File: config.mk
export PLATFORM = sky130hd
export DESIGN_NAME = round_robin_quantum_queue
export DESIGN_NICKNAME = d
export VERILOG_FILES = /design/src/hw/rtl/rrqq_pkg.sv /design/src/hw/rtl/rrqq_ram.sv /design/src/hw/rtl/rrqq_ctrl.sv /design/src/hw/rtl/rrqq_dp.sv /design/src/hw/rtl/round_robin_quantum_queue.sv
export SDC_FILE = /design/constraint.sdc
export NUM_CORES = 2
export LEC_CHECK = 0
export ABC_AREA = 1
export BUFFER_PORTS_ARGS = -buffer_cell sky130_fd_sc_hd__buf_2
export CAP_MARGIN = 40
export CORE_UTILIZATION = 45
export CTS_CLUSTER_DIAMETER = 60
export DETAILED_ROUTE_END_ITERATION = 6
export HOLD_SLACK_MARGIN = 0.1
export PLACE_DENSITY_LB_ADDON = 0.05
export SYNTH_ARGS = -nofsm -noshare
export SYNTH_HDL_FRONTEND = slang
export SYNTH_HIERARCHICAL = 1
export SYNTH_SLANG_ARGS = --single-unit
File: constraint.sdc
create_clock -name clk_i -period 8.65 [get_ports clk_i]
set_input_delay 1.2975 -clock clk_i [delete_from_list [all_inputs] [get_ports clk_i]]
set_output_delay 1.2975 -clock clk_i [all_outputs]
set_load 0.03 [all_outputs]
File: src/hw/rtl/rrqq_pkg.sv
// rrqq_pkg: shared constants, codes and payload/command types for the
// round-robin quantum queue. No dependencies.
package rrqq_pkg;

  // sizing
  localparam int unsigned QueueDepth = 64;
  localparam int unsigned BurstBits  = 16;
  localparam int unsigned IdxBits    = (QueueDepth > 1) ? $clog2(QueueDepth) : 1;
  localparam int unsigned CntBits    = $clog2(QueueDepth + 1);
  localparam int unsigned SumBits    = BurstBits + IdxBits;
  localparam int unsigned FracBits   = 8;
  localparam int unsigned DivBits    = SumBits + FracBits;
  localparam int unsigned DivCntBits = $clog2(DivBits + 1);

  // fixed field widths
  localparam int unsigned OpBits     = 2;
  localparam int unsigned StatusBits = 3;
  localparam int unsigned TimeBits   = 16;
  localparam int unsigned QuantBits  = 16;
  localparam int unsigned AvgBits    = 24;
  localparam int unsigned CmpBits    = (BurstBits > QuantBits) ? BurstBits : QuantBits;

  // opcodes
  localparam logic [OpBits-1:0] OpAdd      = 2'd0;
  localparam logic [OpBits-1:0] OpDispatch = 2'd1;
  localparam logic [OpBits-1:0] OpQuery    = 2'd2;
  localparam logic [OpBits-1:0] OpInvalid  = 2'd3;

  // result status codes
  localparam logic [StatusBits-1:0] StOk      = 3'd0;
  localparam logic [StatusBits-1:0] StEmpty   = 3'd1;
  localparam logic [StatusBits-1:0] StFull    = 3'd2;
  localparam logic [StatusBits-1:0] StBadOp   = 3'd3;
  localparam logic [StatusBits-1:0] StIgnored = 3'd4;

  // request payload
  typedef struct packed {
    logic [OpBits-1:0]   opcode;
    logic [TimeBits-1:0] burst_time;
  } req_t;

  // result payload
  typedef struct packed {
    logic [StatusBits-1:0] status;
    logic [TimeBits-1:0]   served_time;
    logic                  job_finished;
    logic [AvgBits-1:0]    average_q8;
  } rsp_t;

  // controller to datapath commands
  typedef struct packed {
    logic accept;
    logic div_start;
    logic commit;
  } cmd_t;

  // datapath to controller status
  typedef struct packed {
    logic need_div;
    logic div_done;
    logic out_free;
  } sts_t;

endpackage

File: src/hw/rtl/rrqq_ram.sv
// rrqq_ram: generic single-write, single-read RAM with registered read data.
// No dependencies.
module rrqq_ram #(
  parameter int unsigned Width = 16,
  parameter int unsigned Depth = 64
) (
  input  logic                     clk_i,
  input  logic                     we_i,
  input  logic [$clog2(Depth)-1:0] waddr_i,
  input  logic [Width-1:0]         wdata_i,
  input  logic                     re_i,
  input  logic [$clog2(Depth)-1:0] raddr_i,
  output logic [Width-1:0]         rdata_o
);

  logic [Width-1:0] mem_q [Depth];
  logic [Width-1:0] rdata_q;

  // write port
  always_ff @(posedge clk_i) begin
    if (we_i) begin
      mem_q[waddr_i] <= wdata_i;
    end
  end

  // registered read port
  always_ff @(posedge clk_i) begin
    if (re_i) begin
      rdata_q <= mem_q[raddr_i];
    end
  end

  assign rdata_o = rdata_q;

endmodule

File: src/hw/rtl/rrqq_ctrl.sv
// rrqq_ctrl: sequencing state machine for the quantum queue.
// Depends on rrqq_pkg (cmd_t, sts_t).
module rrqq_ctrl (
  input  logic           clk_i,
  input  logic           rst_ni,
  input  logic           in_valid_i,
  output logic           in_ready_o,
  input  rrqq_pkg::sts_t sts_i,
  output rrqq_pkg::cmd_t cmd_o
);

  typedef enum logic [2:0] {
    CtlIdle = 3'b001,
    CtlExec = 3'b010,
    CtlDiv  = 3'b100
  } ctl_state_e;

  ctl_state_e state_q, state_d;

  // next state and commands
  always_comb begin
    state_d       = state_q;
    cmd_o         = '0;
    in_ready_o    = 1'b0;
    unique case (state_q)
      CtlIdle: begin
        in_ready_o   = 1'b1;
        cmd_o.accept = in_valid_i;
        if (in_valid_i) begin
          state_d = CtlExec;
        end
      end
      CtlExec: begin
        if (sts_i.need_div) begin
          cmd_o.div_start = 1'b1;
          state_d         = CtlDiv;
        end else if (sts_i.out_free) begin
          cmd_o.commit = 1'b1;
          state_d      = CtlIdle;
        end
      end
      CtlDiv: begin
        if (sts_i.div_done && sts_i.out_free) begin
          cmd_o.commit = 1'b1;
          state_d      = CtlIdle;
        end
      end
      default: begin
        state_d = CtlIdle;
      end
    endcase
  end

  // state register
  always_ff @(posedge clk_i or negedge rst_ni) begin
    if (!rst_ni) begin
      state_q <= CtlIdle;
    end else begin
      state_q <= state_d;
    end
  end

endmodule

File: src/hw/rtl/rrqq_dp.sv
// rrqq_dp: queue pointers, running sum, serial divider, job store and
// result register. Depends on rrqq_pkg and rrqq_ram.
module rrqq_dp (
  input  logic                            clk_i,
  input  logic                            rst_ni,
  input  logic                            cfg_valid_i,
  input  logic [rrqq_pkg::QuantBits-1:0]  cfg_data_i,
  input  rrqq_pkg::req_t                  in_req_i,
  output logic                            out_valid_o,
  input  logic                            out_ready_i,
  output rrqq_pkg::rsp_t                  out_rsp_o,
  input  rrqq_pkg::cmd_t                  cmd_i,
  output rrqq_pkg::sts_t                  sts_o
);

  localparam int unsigned IdxBits  = rrqq_pkg::IdxBits;
  localparam int unsigned CntBits  = rrqq_pkg::CntBits;
  localparam int unsigned SumBits  = rrqq_pkg::SumBits;
  localparam int unsigned DivBits  = rrqq_pkg::DivBits;
  localparam int unsigned BurstBits = rrqq_pkg::BurstBits;
  localparam int unsigned CmpBits  = rrqq_pkg::CmpBits;

  logic [rrqq_pkg::QuantBits-1:0] quant_q;
  rrqq_pkg::req_t                 req_q;
  logic [IdxBits-1:0]             head_q, head_d;
  logic [IdxBits-1:0]             tail_q, tail_d;
  logic [CntBits-1:0]             count_q, count_d;
  logic [SumBits-1:0]             sum_q, sum_d;
  logic [DivBits-1:0]             dq_q;
  logic [CntBits-1:0]             rem_q;
  logic [rrqq_pkg::DivCntBits-1:0] div_cnt_q;
  logic [CntBits:0]               rem_sh;
  logic                           rem_ge;
  rrqq_pkg::rsp_t                 out_q, rsp;
  logic                           out_valid_q;
  logic                           out_free;

  logic [BurstBits-1:0] job, add_burst, push_data;
  logic [CmpBits-1:0]   job_ext, q_ext, served;
  logic [SumBits-1:0]   sum_inc, sum_dec;
  logic                 do_push, do_pop;

  function automatic logic [IdxBits-1:0] next_slot(input logic [IdxBits-1:0] i);
    logic [IdxBits-1:0] r;
    if (i == IdxBits'(rrqq_pkg::QueueDepth - 1)) begin
      r = '0;
    end else begin
      r = i + 1'b1;
    end
    return r;
  endfunction

  // job store, read at the head on every accept
  rrqq_ram #(
    .Width (BurstBits),
    .Depth (rrqq_pkg::QueueDepth)
  ) u_store (
    .clk_i   (clk_i),
    .we_i    (cmd_i.commit & do_push),
    .waddr_i (tail_q),
    .wdata_i (push_data),
    .re_i    (cmd_i.accept),
    .raddr_i (head_q),
    .rdata_o (job)
  );

  // quantum register, zero acts as one
  always_ff @(posedge clk_i or negedge rst_ni) begin
    if (!rst_ni) begin
      quant_q <= rrqq_pkg::QuantBits'(1);
    end else if (cfg_valid_i) begin
      quant_q <= cfg_data_i;
    end
  end

  assign q_ext = (quant_q == '0) ? CmpBits'(1) : CmpBits'(quant_q);
  assign job_ext = CmpBits'(job);
  assign add_burst = BurstBits'(req_q.burst_time);

  // request capture
  always_ff @(posedge clk_i) begin
    if (cmd_i.accept) begin
      req_q <= in_req_i;
    end
  end

  // result and queue update decode
  always_comb begin
    rsp       = '0;
    rsp.status = rrqq_pkg::StOk;
    do_push   = 1'b0;
    do_pop    = 1'b0;
    push_data = add_burst;
    served    = '0;
    sum_inc   = '0;
    sum_dec   = '0;
    case (req_q.opcode)
      rrqq_pkg::OpAdd: begin
        if (add_burst == '0) begin
          rsp.status = rrqq_pkg::StIgnored;
        end else if (count_q == CntBits'(rrqq_pkg::QueueDepth)) begin
          rsp.status = rrqq_pkg::StFull;
        end else begin
          do_push = 1'b1;
          sum_inc = SumBits'(add_burst);
        end
      end
      rrqq_pkg::OpDispatch: begin
        if (count_q == '0) begin
          rsp.status = rrqq_pkg::StEmpty;
        end else begin
          do_pop = 1'b1;
          if (job_ext > q_ext) begin
            served    = q_ext;
            do_push   = 1'b1;
            push_data = BurstBits'(job_ext - q_ext);
          end else begin
            served           = job_ext;
            rsp.job_finished = 1'b1;
          end
          sum_dec         = SumBits'(served);
          rsp.served_time = rrqq_pkg::TimeBits'(served);
        end
      end
      rrqq_pkg::OpQuery: begin
        if (count_q == '0) begin
          rsp.status = rrqq_pkg::StEmpty;
        end else begin
          rsp.average_q8 = rrqq_pkg::AvgBits'(dq_q);
        end
      end
      default: begin
        rsp.status = rrqq_pkg::StBadOp;
      end
    endcase
  end

  // next queue state
  always_comb begin
    head_d  = head_q;
    tail_d  = tail_q;
    count_d = count_q;
    sum_d   = sum_q;
    if (cmd_i.commit) begin
      if (do_pop) begin
        head_d = next_slot(head_q);
      end
      if (do_push) begin
        tail_d = next_slot(tail_q);
      end
      if (do_push && !do_pop) begin
        count_d = count_q + 1'b1;
      end else if (do_pop && !do_push) begin
        count_d = count_q - 1'b1;
      end
      sum_d = sum_q + sum_inc - sum_dec;
    end
  end

  // queue state registers
  always_ff @(posedge clk_i or negedge rst_ni) begin
    if (!rst_ni) begin
      head_q  <= '0;
      tail_q  <= '0;
      count_q <= '0;
      sum_q   <= '0;
    end else begin
      head_q  <= head_d;
      tail_q  <= tail_d;
      count_q <= count_d;
      sum_q   <= sum_d;
    end
  end

  // restoring divider, one quotient bit a cycle
  assign rem_sh = {rem_q, dq_q[DivBits-1]};
  assign rem_ge = (rem_sh >= {1'b0, count_q});

  always_ff @(posedge clk_i or negedge rst_ni) begin
    if (!rst_ni) begin
      div_cnt_q <= '0;
    end else if (cmd_i.div_start) begin
      div_cnt_q <= rrqq_pkg::DivCntBits'(DivBits);
    end else if (div_cnt_q != '0) begin
      div_cnt_q <= div_cnt_q - 1'b1;
    end
  end

  // remainder stays below the count, so its top bit is always clear
  always_ff @(posedge clk_i) begin
    if (cmd_i.div_start) begin
      dq_q  <= {sum_q, rrqq_pkg::FracBits'(0)};
      rem_q <= '0;
    end else if (div_cnt_q != '0) begin
      dq_q  <= {dq_q[DivBits-2:0], rem_ge};
      rem_q <= rem_ge ? CntBits'(rem_sh - {1'b0, count_q}) : rem_sh[CntBits-1:0];
    end
  end

  // output register
  assign out_free = !out_valid_q || out_ready_i;

  always_ff @(posedge clk_i or negedge rst_ni) begin
    if (!rst_ni) begin
      out_valid_q <= 1'b0;
    end else if (cmd_i.commit) begin
      out_valid_q <= 1'b1;
    end else if (out_ready_i) begin
      out_valid_q <= 1'b0;
    end
  end

  always_ff @(posedge clk_i) begin
    if (cmd_i.commit) begin
      out_q <= rsp;
    end
  end

  assign out_valid_o = out_valid_q;
  assign out_rsp_o   = out_q;

  // status to the controller
  assign sts_o.need_div = (req_q.opcode == rrqq_pkg::OpQuery) && (count_q != '0) &&
                          (div_cnt_q == '0);
  assign sts_o.div_done = (div_cnt_q == '0);
  assign sts_o.out_free = out_free;

  // checks
  a_count_bound: assert property (@(posedge clk_i) disable iff (!rst_ni)
    count_q <= CntBits'(rrqq_pkg::QueueDepth))
    else $error("job count beyond queue depth");

  a_empty_consistent: assert property (@(posedge clk_i) disable iff (!rst_ni)
    (count_q == '0) |-> ((sum_q == '0) && (head_q == tail_q)))
    else $error("empty queue with stale sum or pointers");

  a_commit_free: assert property (@(posedge clk_i) disable iff (!rst_ni)
    cmd_i.commit |-> out_free)
    else $error("result committed over an untaken result");

endmodule

File: src/hw/rtl/round_robin_quantum_queue.sv
// Round-robin job queue with a time quantum: add, dispatch and average query.
// Add and dispatch: the request is registered, then the execute state commits the result
// to the output register once it is free. A non-empty average query first runs the
// serial divider. No new request is taken until the result is committed.
// A pending result sits in an output register while the next request is taken.
// Reset clears pointers, count and sum and sets the quantum to 1; the store is not cleared.
module round_robin_quantum_queue (
  input  logic                           clk_i,
  input  logic                           rst_ni,
  input  logic                           cfg_valid_i,
  output logic                           cfg_ready_o,
  input  logic [rrqq_pkg::QuantBits-1:0] cfg_data_i,
  input  logic                           in_valid_i,
  output logic                           in_ready_o,
  input  rrqq_pkg::req_t                 in_req_i,
  output logic                           out_valid_o,
  input  logic                           out_ready_i,
  output rrqq_pkg::rsp_t                 out_rsp_o
);

  rrqq_pkg::cmd_t cmd;
  rrqq_pkg::sts_t sts;

  // configuration is always taken
  assign cfg_ready_o = 1'b1;

  // controller
  rrqq_ctrl u_ctrl (
    .clk_i      (clk_i),
    .rst_ni     (rst_ni),
    .in_valid_i (in_valid_i),
    .in_ready_o (in_ready_o),
    .sts_i      (sts),
    .cmd_o      (cmd)
  );

  // datapath
  rrqq_dp u_dp (
    .clk_i       (clk_i),
    .rst_ni      (rst_ni),
    .cfg_valid_i (cfg_valid_i),
    .cfg_data_i  (cfg_data_i),
    .in_req_i    (in_req_i),
    .out_valid_o (out_valid_o),
    .out_ready_i (out_ready_i),
    .out_rsp_o   (out_rsp_o),
    .cmd_i       (cmd),
    .sts_o       (sts)
  );

endmodule
# [Yosys cells after proc, flatten, opt, wreduce, memory -nomap -nowiden]
# Memories as Yosys holds them, arrays and structs flattened. A register that Yosys moved wholly into a read port is not among the register bits.
# Index checks and enable logic that the tools add are counted.
[totals] in_bits=39 ff_bits=165 word_cells=117 ram_bits=1024 n_memories=1
[op_classes] eq_ne=11 mux=48 n_addsub=9 bitwise_logic=3 order_cmp=2 reduce_logical=26
[memory_table] memory="u_dp.u_store.mem_q" depth=64 width=16 rd=1 rd_ports_with_merged_regs=1 write_ports=1 line_no="rrqq_ram.sv:16" text="logic [Width-1:0] mem_q [Depth];"
[ops] op="$mux 16" count=7
[ops] op="$mux 22" count=3
[ops] op="$mux 30" count=2
[ops] op="$logic_not 16->1" count=2
[ops] op="$add 22x22->22" count=1
[ops] op="$sub 22x22->22" count=1
[ops] op="$mux 7" count=3
[ops] op="$mux 1" count=19
[ops] op="$gt 16x16->1" count=1
[ops] op="$sub 16x16->16" count=1
[ops] op="$mux 3" count=5
[ops] op="$add 6x1->6 const B" count=2
[ops] op="$eq 6x6->1 const B" count=2
[ops] op="$mux 6" count=2
[ops] op="$mux 5" count=2
[ops] op="$pmux 3 s3" count=1
[ops] op="$ge 8x7->1" count=1
[ops] op="$add 7x1->7 const B" count=1
[ops] op="$eq 7x7->1 const B" count=1
[ops] op="$logic_not 7->1" count=1
[ops] op="$reduce_bool 7->1" count=1
[ops] op="$sub 7x1->7 const B" count=1
[ops] op="$sub 7x7->7" count=1
[ops] op="$pmux 3 s2" count=1
[ops] op="23 further kinds" count=37

# [Depth between registers and ports, before layout]
[depth] word_depth=10 depth_mapped=33 ltp_nobuf=32

# [Hierarchy]
# Netlist, hierarchy kept.
[by_module_without_submodules] module="rrqq_ram" cells_per_inst=3517 instances=1 area_each_um2=42259.3
[by_module_without_submodules] module="rrqq_dp" cells_per_inst=1255 instances=1 area_each_um2=10207.3
[by_module_without_submodules] module="rrqq_ctrl" cells_per_inst=33 instances=1 area_each_um2=207.7
[by_module_without_submodules] module="round_robin_quantum_queue" cells_per_inst=2 instances=1 area_each_um2=11.3

# [Worst setup path after synthesis]
# Ideal clock, no wire load.
[synth_timing] path_type="input to register" from="input port out_ready_i" to="memory u_dp.u_store.mem_q[48][0], enable pin" path_buffers=3 setup_slack_ns=1.695 arrival_time_ns=6.524 required_time_ns=8.219 cell_stages=11 path_cell_list="inv_1 -> nand2_1 -> buf_4 -> inv_1 -> o22ai_1 -> clkbuf_1 -> nand2_2 -> inv_1 -> clkbuf_1 -> nand4_1 -> nor4_1"
[synth_lines] element="start: declaration" line_no="round_robin_quantum_queue.sv:17" text="input logic out_ready_i,"
[synth_lines] element="end: declaration" line_no="rrqq_ram.sv:16"

# [Final worst setup path]
[layout_timing] from="register u_dp/quant_q[12] (netlist bit)" to="register u_dp.sum_q[10]"
[layout_between] elab_chain_cells=7
[layout_rtl] element="start: declaration" line_no="rrqq_dp.sv:23" text="logic [rrqq_pkg::QuantBits-1:0] quant_q;"
[layout_rtl] element="start signal: assignment" line_no="rrqq_dp.sv:70" text="quant_q <= rrqq_pkg::QuantBits'(1);"
[layout_rtl] element="start signal: assignment" line_no="rrqq_dp.sv:72" text="quant_q <= cfg_data_i;"
[layout_rtl] element="$logic_not 16->1" line_no="rrqq_dp.sv:76" text="assign q_ext = (quant_q == '0) ? CmpBits'(1) : CmpBits'(quant_q);"
[layout_rtl] element="$mux 16 *" line_no="rrqq_dp.sv:76"
[layout_rtl] element="$gt 16x16->1" line_no="rrqq_dp.sv:113" text="if (job_ext > q_ext) begin"
[layout_rtl] element="$mux 16 *" line_no="rrqq_dp.sv:113"
[layout_rtl] element="$mux 16 *" line_no="rrqq_dp.sv:109" text="if (count_q == '0) begin"
[layout_rtl] element="$mux 22 *" line_no="rrqq_dp.sv:97" text="case (req_q.opcode)"
[layout_rtl] element="$sub 22x22->22 *" line_no="rrqq_dp.sv:156" text="sum_d = sum_q + sum_inc - sum_dec;"
[layout_rtl] element="end signal: assignment" line_no="rrqq_dp.sv:171" text="sum_q <= sum_d;"
[layout_rtl] element="end: declaration" line_no="rrqq_dp.sv:28" text="logic [SumBits-1:0] sum_q, sum_d;"
# Mark *: on every way between the ends. The rest lies on a longest branch, timed or not.
# A chain may end at the register's enable or synchronous reset.

==> out/metrics.yaml <==
cts:
  worstSkewPairLatency_ps: 740
  post_cts_buffers: 0
  path_clk_slew_ps: 50
  numCtsBuffers: 135
  cts.sinks: 1205
  cts_hold_buf: 0
  cts-root-buf: "clkbuf_16"
  ctsResizeCount: 0
  cts_buffer_depth: 3
  htreeDepth: 4
  cts_tree: "built"
critical_path:
  slowest_delay_ps: 570
  worstSetupPathType: "flip-flop to flip-flop"
  path_common_cell: "nand2_1"
  cp_max_fo: 37
  crit_arrival_ps: 5850
  required_ps: 9230
  cpMaxStageDelayCell: "nor4_1"
  cp-start-kind: "flip-flop"
  endpoint_kind: "flip-flop"
timing:
  drv_slew: 0
  fin_worst_skew_ps: 31.53
  setup_violations: 0
  post-route-min-period_ps: 5274
  setup_tns_ps: 0
  relSlewSlack_pct: 31.26
  hold_violations: 0
  fin_hold_ws_ps: 378.6
  max_freq_mhz: 189.6
  tightest_slew_ps: 1031
  rsz0062_at_grt: "false"
  finalCritPeriodShare_pct: 60.97
synth:
  syn_avg_cell_area_um2: 10.96
  ys_top_cells_by_area: "edfxtp_1 64%, nand2_1 12%, nand3_1 8.9%"
  ys.warnings.count: 6
  syn_area_um2: 52690
  postSynthCellCount: 4807
  synth_top_cell_area_share_pct: 64.06
  ys_seq_area_share_pct: 67.77
  synth-seq-cells: 1205
  synth_top_area_cell: "edfxtp_1"
  synth_cell_types: 55
  synth_nets: 4923
flow_run:
  cap_violations: 0
die:
  dieArea_um2: 118500
  row_count: 125
  die_y_um: 344.2
  die_w_um: 344.2
  num_io_pins: 86
  core_area_um2: 116200
  initial_utilization_pct: 45.34
finish:
  num-fill-cells: 10400
  ff_latch_area_um2: 35720
  multi_input_area_um2: 14720
  layout_commonest_cell: "nand2_1"
  final_cell_mix: "1638 x nand2_1, 1124 x edfxtp_1, 940 x nand3_1, 218 x inv_1, 149 x nor2_1"
  drive_gt1_share_pct: 9.502
  fin_nets: 5010
  final_cells: 6527
  area_delta_synth_final_pct: 12.13
route:
  drc_errors: 0
  drt_iter0_markers: 2864
  via_per_inst: 5.361
  drt-total-wl_um: 146100
  vias: 34990
  drtAntennaViolNets: 0
  drtPass1Iterations: 6
  avgRoutedWirePerCell_um: 22.39
power:
  ir_drop_mv: 0.2587
  finalPower_mw: 20.43
  p_per_area_nw_per_um2: 345.8
  leakage_nw: 22.60
placement:
  dp_cells: 6281
  place_congestion: 0.8664
  io_buffers: 84
  hpwl_um: 85160
min_path:
  hold_class: "input pin to async pin"
grt:
  grt_pass1_vias: 32960
  grt_antenna_before_repair: 2
  grt_overflow: 0
  grt_max_degree: 186
  grtUsageTotal_pct: 24.77
  grt_pass1_wl_um: 215500
run_status:
  run_status: "finished clean"
layout make-up:
type / instances / area share [%]
Sequential cell: 1205 / 60.46
Multi-Input combinational cell: 3117 / 24.92
Tap cell: 1524 / 3.228
Timing Repair Buffer: 203 / 2.700
Inverter: 232 / 1.525
Clock inverter: 53 / 0.7646
Clock buffer: 189 / 6.383
Antenna cell: 4 / 0.01694
cells by family after synthesis:
kind of cell             count (synthesis)  share of synthesized area (%)
adder cells (fa/ha/maj)                 77                          2.099
buffers and inverters                  485                          4.690
XOR/XNOR                                24                         0.3990
AND/OR/NAND/NOR                       2819                          22.88
flip-flops                            1205                          67.77
other                                    1                       0.007118
AO/OA/AOI/OAI                          196                          2.147
flip-flops by register name, summed over array words and instances, names as in the netlist, 7 cells and up:
signal / flops
u_dp/add_burst: 16
u_dp/count_q: 7
u_dp/dq_q: 30
u_dp/out_rsp_o: 44
u_dp/quant_q: 16
u_dp/rem_q: 7
u_dp/sum_q: 22
u_dp/u_store/mem_q: 1024
u_dp/u_store/rdata_o: 16
stage by stage:
| stage | area [um^2] | setup WS [ps] | util, % |
|---|---|---|---|
| after global placement | 54530 | 3048 | 46.93 |
| after CTS | 59070 | 3257 | 50.83 |
| after floorplan | 52690 | 1695 | - |
| after global routing | 59070 | 2877 | 50.83 |
| after detailed placement | 54850 | 3283 | 47.20 |
| final | 59080 | 3376 | 50.84 |
power breakdown:
group          internal [mW]  switching [mW]
combinational           2.02            5.36
clock                   3.20            2.30
sequential              7.26           0.284
critical path: cells and delay by family (launching register included):
family / cells / cell delay [ps]
AOI/OAI and AO/OA: 4 / 550
and+or+nand+nor: 15 / 2060
DFF: 1 / 390
buffers and inverters: 6 / 830
adders and majority gates: 5 / 1270
Yosys cell counts, drive strengths merged:
master	count
nor4	12
or2	5
a31oi	5
and3	2
buf	212
clkbuf	41
xnor2	15
o21a	1
inv	232
a21oi	46
o211ai	2
xor2	9
conb	1
o21ai	100
o21bai	4
ha	58
o22ai	30
nor3	9
nand3b	8
edfxtp	1124
fa	19
a211oi	1
nand3	943
nor2	157
a22oi	1
nand4	24
dfstp	2
a22o	1
dfrtp	64
o31ai	1
a21o	2
nand2	1658
a21boi	2
dfxtp	15
and2	1
layer usage:
layer | wire [um] | track usage (%) | vias to the layer above
met5 | 0 | 0 | -
met4 | 4002 | 8.038 | 0
met3 | 8192 | 4.101 | 198
met2 | 70260 | 40.29 | 903
met1 | 63670 | 33.92 | 17120
li1 | - | - | 16770
worst paths after layout:
path,to,slack [ps],depth (start not counted),startpoint
worst max-delay path,u_dp/sum_q[10]$_DFFE_PN0P_,3380,30,u_dp/quant_q[12]$_DFFE_PN0P_
worst min-delay path,u_dp/count_q[2]$_DFFE_PN0P_,380,1,rst_ni
worst max register to register,u_dp/sum_q[10]$_DFFE_PN0P_,3380,30,u_dp/quant_q[12]$_DFFE_PN0P_
worst min register to register,u_dp/div_cnt_q[0]$_DFFE_PN0P_,480,1,u_dp/div_cnt_q[0]$_DFFE_PN0P_
max in group asynchronous,u_dp/quant_q[0]$_DFFE_PN1P_,7510,3,rst_ni
min in group clk_i,u_dp/div_cnt_q[0]$_DFFE_PN0P_,480,1,u_dp/div_cnt_q[0]$_DFFE_PN0P_
Power figures use the tool's default switching activity.
